$ cat src/rtl/reservation_station_table_defines.svh
// ----------------------------------------------------------------------------
// Reservation station table: shared assertion macros
// Clocked on clk, disabled while rst is high.
// ----------------------------------------------------------------------------
`ifndef RESERVATION_STATION_TABLE_DEFINES_SVH
`define RESERVATION_STATION_TABLE_DEFINES_SVH

// same-cycle implication
`define RSTAB_ASSERT_IMPLIES(name, ante, cons, msg) \
  name: assert property (@(posedge clk) disable iff (rst) (ante) |-> (cons)) \
    else $error(msg);

// next-cycle implication
`define RSTAB_ASSERT_NEXT(name, ante, cons, msg) \
  name: assert property (@(posedge clk) disable iff (rst) (ante) |=> (cons)) \
    else $error(msg);

`endif

$ cat src/rtl/rstab_pkg.sv
// ----------------------------------------------------------------------------
// Reservation station table package
// Field widths, operation and status codes, and the control word that
// travels down the slot chain with each transaction.
// ----------------------------------------------------------------------------
package rstab_pkg;

  localparam int MODE_W       = 2;
  localparam int ROB_TAG_W    = 6;
  localparam int ENTRY_W      = 64;
  localparam int STATUS_W     = 2;
  localparam int SLOT_INDEX_W = 4;
  localparam int OCC_W        = 4;

  typedef enum logic [MODE_W-1:0] {
    MODE_CREATE  = 2'd0,
    MODE_RELEASE = 2'd1,
    MODE_LOOKUP  = 2'd2,
    MODE_CLEAR   = 2'd3
  } mode_t;

  typedef enum logic [STATUS_W-1:0] {
    STATUS_OK   = 2'd0,
    STATUS_FULL = 2'd1,
    STATUS_MISS = 2'd2
  } status_t;

  // dead: create refused because the table was full at entry
  // done: slot allocated (create) or tag found (release, lookup)
  typedef struct packed {
    logic  valid;
    mode_t mode;
    logic  dead;
    logic  done;
  } rstab_ctl_t;

endpackage

$ cat src/rtl/rstab_cell.sv
// ----------------------------------------------------------------------------
// Reservation station slot cell
// Holds one slot (busy, mapping, tag, contents), acts on the transaction
// passing by and hands it to the next cell through its output registers, which load only while adv is high.
// ----------------------------------------------------------------------------
`include "reservation_station_table_defines.svh"

module rstab_cell import rstab_pkg::*; #(
  parameter int TAG_W     = 6,
  parameter int PAYLOAD_W = 64,
  parameter int IDX_W     = 4,
  parameter int INDEX     = 0
) (
  input  logic                 clk,
  input  logic                 rst,
  input  logic                 adv,
  input  rstab_ctl_t           in_ctl,
  input  logic [TAG_W-1:0]     in_tag,
  input  logic [PAYLOAD_W-1:0] in_data,
  input  logic [IDX_W-1:0]     in_idx,
  output rstab_ctl_t           out_ctl,
  output logic [TAG_W-1:0]     out_tag,
  output logic [PAYLOAD_W-1:0] out_data,
  output logic [IDX_W-1:0]     out_idx
);

  logic                 busy;
  logic                 mapped;
  logic [TAG_W-1:0]     tag;
  logic [PAYLOAD_W-1:0] contents;

  logic                 tag_eq;
  logic                 alloc;
  logic                 unmap;
  logic                 hit;
  logic                 drop;
  rstab_ctl_t           ctl_next;
  logic [PAYLOAD_W-1:0] data_next;
  logic [IDX_W-1:0]     idx_next;

  always_comb begin
    tag_eq = mapped && (tag == in_tag);
    alloc  = 1'b0;
    unmap  = 1'b0;
    hit    = 1'b0;
    drop   = 1'b0;
    if (in_ctl.valid) begin
      case (in_ctl.mode)
        MODE_CREATE: begin
          if (!in_ctl.dead) begin
            if (!in_ctl.done && !busy) begin
              alloc = 1'b1;
            end else if (tag_eq) begin
              unmap = 1'b1;
            end
          end
        end
        MODE_RELEASE: begin
          hit  = !in_ctl.done && busy && tag_eq;
          drop = hit;
        end
        MODE_LOOKUP: begin
          hit = !in_ctl.done && busy && tag_eq;
        end
        MODE_CLEAR: begin
          drop = 1'b1;
        end
        default: begin
        end
      endcase
    end
    ctl_next      = in_ctl;
    ctl_next.done = in_ctl.done | alloc | hit;
    idx_next      = (alloc || hit) ? IDX_W'(INDEX) : in_idx;
    data_next     = (hit && in_ctl.mode == MODE_LOOKUP) ? contents : in_data;
  end

  always_ff @(posedge clk) begin
    if (rst) begin
      busy    <= 1'b0;
      mapped  <= 1'b0;
      out_ctl <= '0;
    end else if (adv) begin
      if (alloc) begin
        busy   <= 1'b1;
        mapped <= 1'b1;
      end else if (drop) begin
        busy   <= 1'b0;
        mapped <= 1'b0;
      end else if (unmap) begin
        mapped <= 1'b0;
      end
      out_ctl <= ctl_next;
    end
  end

  always_ff @(posedge clk) begin
    if (adv) begin
      if (alloc) begin
        tag      <= in_tag;
        contents <= in_data;
      end
      out_tag  <= in_tag;
      out_data <= data_next;
      out_idx  <= idx_next;
    end
  end

  `RSTAB_ASSERT_IMPLIES(a_mapped_busy, mapped, busy, "mapped slot is not busy")
  `RSTAB_ASSERT_NEXT(a_alloc_sets, adv && alloc, busy && mapped && tag == $past(in_tag),
    "allocation did not take the slot")

endmodule

$ cat config.mk
export PLATFORM = sky130hd
export DESIGN_NAME = rstab_cell
export DESIGN_NICKNAME = d
export VERILOG_FILES = /design/src/rtl/rstab_pkg.sv /design/src/rtl/rstab_cell.sv
export VERILOG_INCLUDE_DIRS = /design/src /design/src/rtl
export SDC_FILE = /design/constraint.sdc
export NUM_CORES = 1
export LEC_CHECK = 0
export ABC_CLOCK_PERIOD_IN_PS = 4500
export BUFFER_PORTS_ARGS = -buffer_cell sky130_fd_sc_hd__buf_2
export CAP_MARGIN = 10
export CELL_PAD_IN_SITES_DETAIL_PLACEMENT = 0
export CELL_PAD_IN_SITES_GLOBAL_PLACEMENT = 1
export CORE_MARGIN = 2
export CORE_UTILIZATION = 43
export CTS_CLUSTER_DIAMETER = 80
export DETAILED_ROUTE_END_ITERATION = 8
export PLACE_DENSITY = 0.8
export SLEW_MARGIN = 0
export SYNTH_ARGS = -nofsm -noshare
export SYNTH_HDL_FRONTEND = slang
export SYNTH_SLANG_ARGS = --single-unit
$ cat constraint.sdc
create_clock -name clk -period 4.5 [get_ports clk]
set_input_delay 0.9 -clock clk [delete_from_list [all_inputs] [get_ports clk]]
set_output_delay 0.9 -clock clk [all_outputs]
set_load 0.02 [all_outputs]
==> results of run 1 <==
==> worst max-delay path, cell delays in order <==
cell      delay [ns]
buf_2           0.12
inv_1           0.07
ha_1            0.15
nand3b_1        0.10
nor3_1          0.57
nand2_1         0.23
clkinv_2        0.50
buf_12          0.30
==> state kept, by name, summed over array words and instances (netlist names) <==
name / flops
out_tag: 6
out_ctl: 5
out_idx: 4
contents: 64
tag: 6
busy: 1
mapped: 1
out_data: 64
==> report_power, final <==
part           leakage (nW)  internal (mW)  total, mW  switching (mW)
registers              1.41           1.61       1.63          0.0166
clock network         0.291          0.913       1.43           0.512
logic                  1.04         0.0904      0.236           0.145
total                  2.74           2.61       3.29           0.674
==> layer usage <==
metal | track usage, % | wire (um)
met1 | 18.5 | 4330
met2 | 24.0 | 4870
met3 | 6.13 | 768
met4 | 6.70 | 155
met5 | 0 | 0
==> per-stage QoR <==
stage | area [um2] | hold WS [ns] | power, mW
after floorplan | 5610 | 0.445 | 1.77
after global placement | 6600 | 0.473 | 1.89
after detailed placement | 6600 | 0.490 | 1.89
after CTS | 7200 | 0.501 | 3.32
after global routing | 7200 | 0.539 | 3.40
final | 7200 | 0.495 | 3.29
==> cells in the mapped netlist (2+ instances only) <==
library cell,n,area share [%]
edfxtp_1,144,77
mux2_2,56,11
mux2_1,8,1.6
dfxtp_1,7,2.5
buf_6,6,1.2
nor2_1,6,0.40
xnor2_1,6,0.94
inv_1,5,0.33
nand2_1,5,0.33
ha_1,4,0.89
mux2i_1,4,0.71
nor3b_1,4,0.54
nor3_1,3,0.27
nand3_1,2,0.18
==> worst min-delay path by stage <==
stage | end | slack, ns | cells past startpoint
after floorplan | busy | 0.45 | 2
after global placement | busy | 0.47 | 2
after detailed placement | out_ctl[1] | 0.49 | 2
after CTS | busy | 0.50 | 2
after global routing | busy | 0.54 | 2
final | out_ctl[1] | 0.50 | 2
==> cell type report <==
type	instances	area (um2)	area share (%)
Tap cell	172	215	2.99
Multi-Input combinational cell	109	1060	14.7
Timing Repair Buffer	164	846	11.8
Inverter	5	20.0	0.278
Sequential cell	151	4460	62.0
Clock inverter	12	159	2.21
Clock buffer	19	433	6.02
==> cells by family (layout without fill, tap and decap cells) <==
family | count (synthesis) | after routing | synth area share (%)
multiplexers | 68 | 68 | 13.6
AO/OA/AOI/OAI | 4 | 4 | 0.535
flip-flops | 151 | 151 | 79.5
AND/OR/NAND/NOR | 27 | 27 | 2.94
buffers and inverters | 12 | 200 | 1.60
XOR/XNOR | 6 | 6 | 0.936
adder cells (fa/ha/maj) | 4 | 4 | 0.892
==> impl_metrics.toml, run 1 <==
[worst_setup_path]
arrival_ns = 2.96
required_ns = 4.60
reg2reg_from = "busy"
crit_path_start_kind = "input port"
crit_start = "in_ctl[2]"
reg2reg_setup_slack_ns = 2.21
cp-endpoint = "contents[15]"
path_class = "in2reg"
cp_max_fo = 36
reg2reg_depth = 4
cp-end-kind = "flip-flop"
r2r_end = "contents[15]"

[synth]
ys_warn_count = 0
synth_edf_count = 144
synth.cell_area_um2 = 5610
synth-seq-cells = 151
ys.flop_type = "edfxtp_1"
syn_nets = 358
synth.distinct_cells = 26
synthCells = 272
syn-mean-instance-area_um2 = 20.6
yosysSeqAreaShare_pct = 79.5
ys_async_sr_fraction_pct = 0

[place]
dpl.cell_count = 601
dp_worst_setup_slack_ns = 1.18
place.detailed.hpwl_um = 6710
gp_congestion = 0.752
port_buffers = 160

[floorplan]
die_w_um = 118
dieHeight_um = 118
rows = 41
start_util_pct = 44.3
io_pins = 161
dieArea_um2 = 14000
fp.coreArea_um2 = 12700

[route]
wl_per_cell_um = 16.0
drc = 0
vias_per_cell = 4.77
wl_um = 10100
ant_nets = 0
drtIter0Drc = 143
firstDrtPassIters = 4
vias = 3014

[timing]
clock_skew_ns = 0.00764
slew_headroom_pct = 51.3
setup_ws_ns = 1.64
worst_slew_pin_slew_ns = 0.724
final_hold_viol_count = 0
fmax_ghz = 0.350
drv_slew = 0
rsz0062_at_grt = "no"
period_share_pct = 63.5
tns_ns = 0
setup_viol = 0
final.min_clock_period_ns = 2.86

[worst_hold_path]
hold_path_class = "reg2reg"
hp-start = "out_ctl[1]"

[outcome]
outcome = "finished, final reports clean"

[pwr]
peakVddDrop_mv = 0.264
powerDensity_nw_per_um2 = 457
p_leak_nw = 2.74

[global_route]
grt_usage_pct = 15.2
grt_max_degree = 45
grt_pass1_vias = 3196
grt-ovfl-total = 0
antenna_found_initial = 0
grt_pass1_wl_um = 16200

[finish]
layout.cells.non_filler = 632
final_cell_mix = "buf_2, edfxtp_1, mux2_2, clkbuf_16, mux2_1"
syn2layout_area_growth_pct = 28.2
fin_nets = 534
fillers = 1015
final_util_pct = 56.8
final_common_cell = "buf_2"
final_layout_size_suffix_gt1_share_pct = 53.9
diodes = 0

[clock_network]
cts_tree = "done"
clk_pin_slew_worst_paths_ns = 0.05
clockBufferDepth = 2
cts.sink_count = 151
cts_resized = 0
post_cts_buffers = 0
clk_latency_ns = 0.42
cts_root_buf = "clkbuf_16"
ctsHoldBuffers = 0
h-tree-depth = 4
cts-buffers-inserted = 17

[run]
maxCapViolCount = 0
Note: power is estimated with default switching activity, not from simulation.
==> run 2, diff against run 1 <==
- ABC_AREA: default -> 1
- ABC_CLOCK_PERIOD_IN_PS: 4500 -> 2550
- CORE_UTILIZATION: 43 -> 38
- PLACE_DENSITY: 0.8 -> 0.77
- clock period: 4.5 -> 2.55 ns (I/O delays scaled with it)
==> impl_metrics.toml, run 2 <==
[outcome]
outcome = "finished, final reports clean"

[finish]
syn2layout_area_growth_pct = 27.6
final_common_cell = "buf_2"
fin_nets = 702
regArea_um2 = 4460
final_cell_mix = "buf_2, edfxtp_1, nand2_1, inv_1, o21ai_2"
fillers = 1424
final_layout_size_suffix_gt1_share_pct = 41.7
multi_input_area_um2 = 1140
diodes = 0
reg.largest.list = "contents x64, out_data x64"

[synth]
netlist.top_cell.by_area = "edfxtp_1"
synthTopCellsByArea = "edfxtp_1, o21ai_2, nand2_1"
synth_edf_count = 144
ys_async_sr_fraction_pct = 0
synth_top_area_share_pct = 71.2
ys.flop_type = "edfxtp_1"
synth_common_cells = "edfxtp_1, nand2_1, inv_1"
synth-seq-cells = 151
ys_warn_count = 0
synth.cell_area_um2 = 6070
syn-mean-instance-area_um2 = 13.6
synthCells = 447
synth.distinct_cells = 16
syn_nets = 533
yosysMostFrequentCell = "edfxtp_1"
yosysSeqAreaShare_pct = 73.6

[route]
ant_nets = 0
vias = 3614
drc = 0
firstDrtPassIters = 4
drtIter0Drc = 184
wl_per_cell_um = 13.2
wl_um = 11100
vias_per_cell = 4.28

[floorplan]
dieArea_um2 = 17000
io_pins = 161
fp.coreArea_um2 = 15800
die_w_um = 130
dieHeight_um = 130
start_util_pct = 38.5
rows = 46

[clock_network]
ctsHoldBuffers = 0
clk_pin_slew_worst_paths_ns = 0.06
post_cts_buffers = 0
cts-buffers-inserted = 17
clockBufferDepth = 2
cts_root_buf = "clkbuf_16"
cts_tree = "done"
h-tree-depth = 4
cts_resized = 0
cts.sink_count = 151
clk_latency_ns = 0.41

[worst_setup_path]
required_ns = 2.71
cpMostUsedCell = "nor2_1"
cp-end-kind = "flip-flop"
crit_chain = "inv_1 > nor2_1 > nor2_1 > nand3_1 > nor3b_2 > nand3_4 > buf_12 > nand2_1 > o21ai_2"
crit_path_start_kind = "flip-flop"
reg2reg_depth = 9
cp_max_fo = 60
path_class = "reg2reg"
crit_path_max_incr_delay_ns = 0.36
arrival_ns = 1.96
worst_path_max_delay_cell = "edfxtp_1"

[timing]
rsz0062_at_grt = "no"
setup_viol = 0
final_hold_viol_count = 0
clock_skew_ns = 0.00752
drv_slew = 0
final.min_clock_period_ns = 1.81
worst_slew_pin_slew_ns = 0.458
tns_ns = 0
slew_headroom_pct = 69.5
fmax_ghz = 0.553
period_share_pct = 70.9

[pwr]
p_total_mw = 6.09
peakVddDrop_mv = 0.416
p_leak_nw = 3.43
powerDensity_nw_per_um2 = 787

[global_route]
grt_max_degree = 83
grt_pass1_wl_um = 17500
grt_pass1_vias = 3635
grt-ovfl-total = 0
grt_usage_pct = 13.5
antenna_found_initial = 0

[worst_hold_path]
whs_path_depth = 1
hold_path_class = "in2reg"

[place]
place.detailed.hpwl_um = 7420
port_buffers = 160
gp_congestion = 0.740

[run]
maxCapViolCount = 0
-- run 2: cell count changes in the layout (fill, tap and decap cells not counted), moves of 4 or more --
cell,delta
nor3b_1,-4
a21oi_1,+5
inv_1,+82
nor2_1,+11
xnor2_1,-6
nand2_1,+89
mux2_2,-56
mux2_1,-8
o21ai_2,+64
mux2i_1,-4
-- run 2: critical path, delay by kind of cell (launching register included) --
family	cells	cell delay [ns]
compound gates	1	0.06
simple gates	6	0.79
flops	1	0.36
buf+inv	2	0.29
-- run 2: cells by family after synthesis --
family,Yosys count,synth area share (%)
AO/OA/AOI/OAI,73,9.98
adder cells (fa/ha/maj),4,0.825
buffers and inverters,101,7.98
flip-flops,151,73.6
AND/OR/NAND/NOR,118,7.67
-- run 2: where the power goes --
group	internal (mW)	switching [mW]	total, mW
clock network	1.83	0.937	2.77
logic	0.161	0.291	0.452
registers	2.84	0.0286	2.87
-- run 2: per-stage QoR --
| stage | cell area (um2) | cells | utilization (%) | setup WS (ns) | hold WS (ns) |
|---|---|---|---|---|---|
| 6_report | 7740 | 845 | 49.1 | 0.742 | 0.291 |
| 2_1_floorplan | 6080 | 447 | - | 0.134 | 0.447 |
| 5_1_grt | 7740 | 845 | 49.1 | 0.575 | 0.266 |
| 4_1_cts | 7740 | 845 | 49.1 | 0.752 | 0.262 |
| 3_5_place_dp | 7080 | 813 | 44.9 | 0.497 | 0.470 |
| 3_3_place_gp | 7080 | 813 | 44.9 | 0.514 | 0.451 |
-- run 2: area by class of cell --
class                           count  area share, %
Multi-Input combinational cell    195           14.7
Sequential cell                   151           57.6
Inverter                           86           4.17
Clock inverter                     13           2.94
Tap cell                          216           3.49
Timing Repair Buffer              165           11.5
Clock buffer                       19           5.59
-- run 2: worst paths after layout --
check         startpoint      endpoint  slack, ns
max               tag[1]  out_data[32]       0.74
min          in_data[17]  contents[17]       0.29
min reg2reg   out_ctl[1]    out_ctl[1]       0.48
max reg2reg       tag[1]  out_data[32]       0.74
-- run 2: metal layers --
| metal | part of all wire [%] | up-vias | track usage [%] | routed length, um |
|---|---|---|---|---|
| li1 | - | 1821 | - | - |
| met1 | 44 | 1668 | 16.5 | 4860 |
| met2 | 48 | 108 | 21.6 | 5290 |
| met3 | 6.8 | 17 | 4.93 | 757 |
| met4 | 2.0 | 0 | 6.32 | 225 |
| met5 | 0 | - | 0 | 0 |
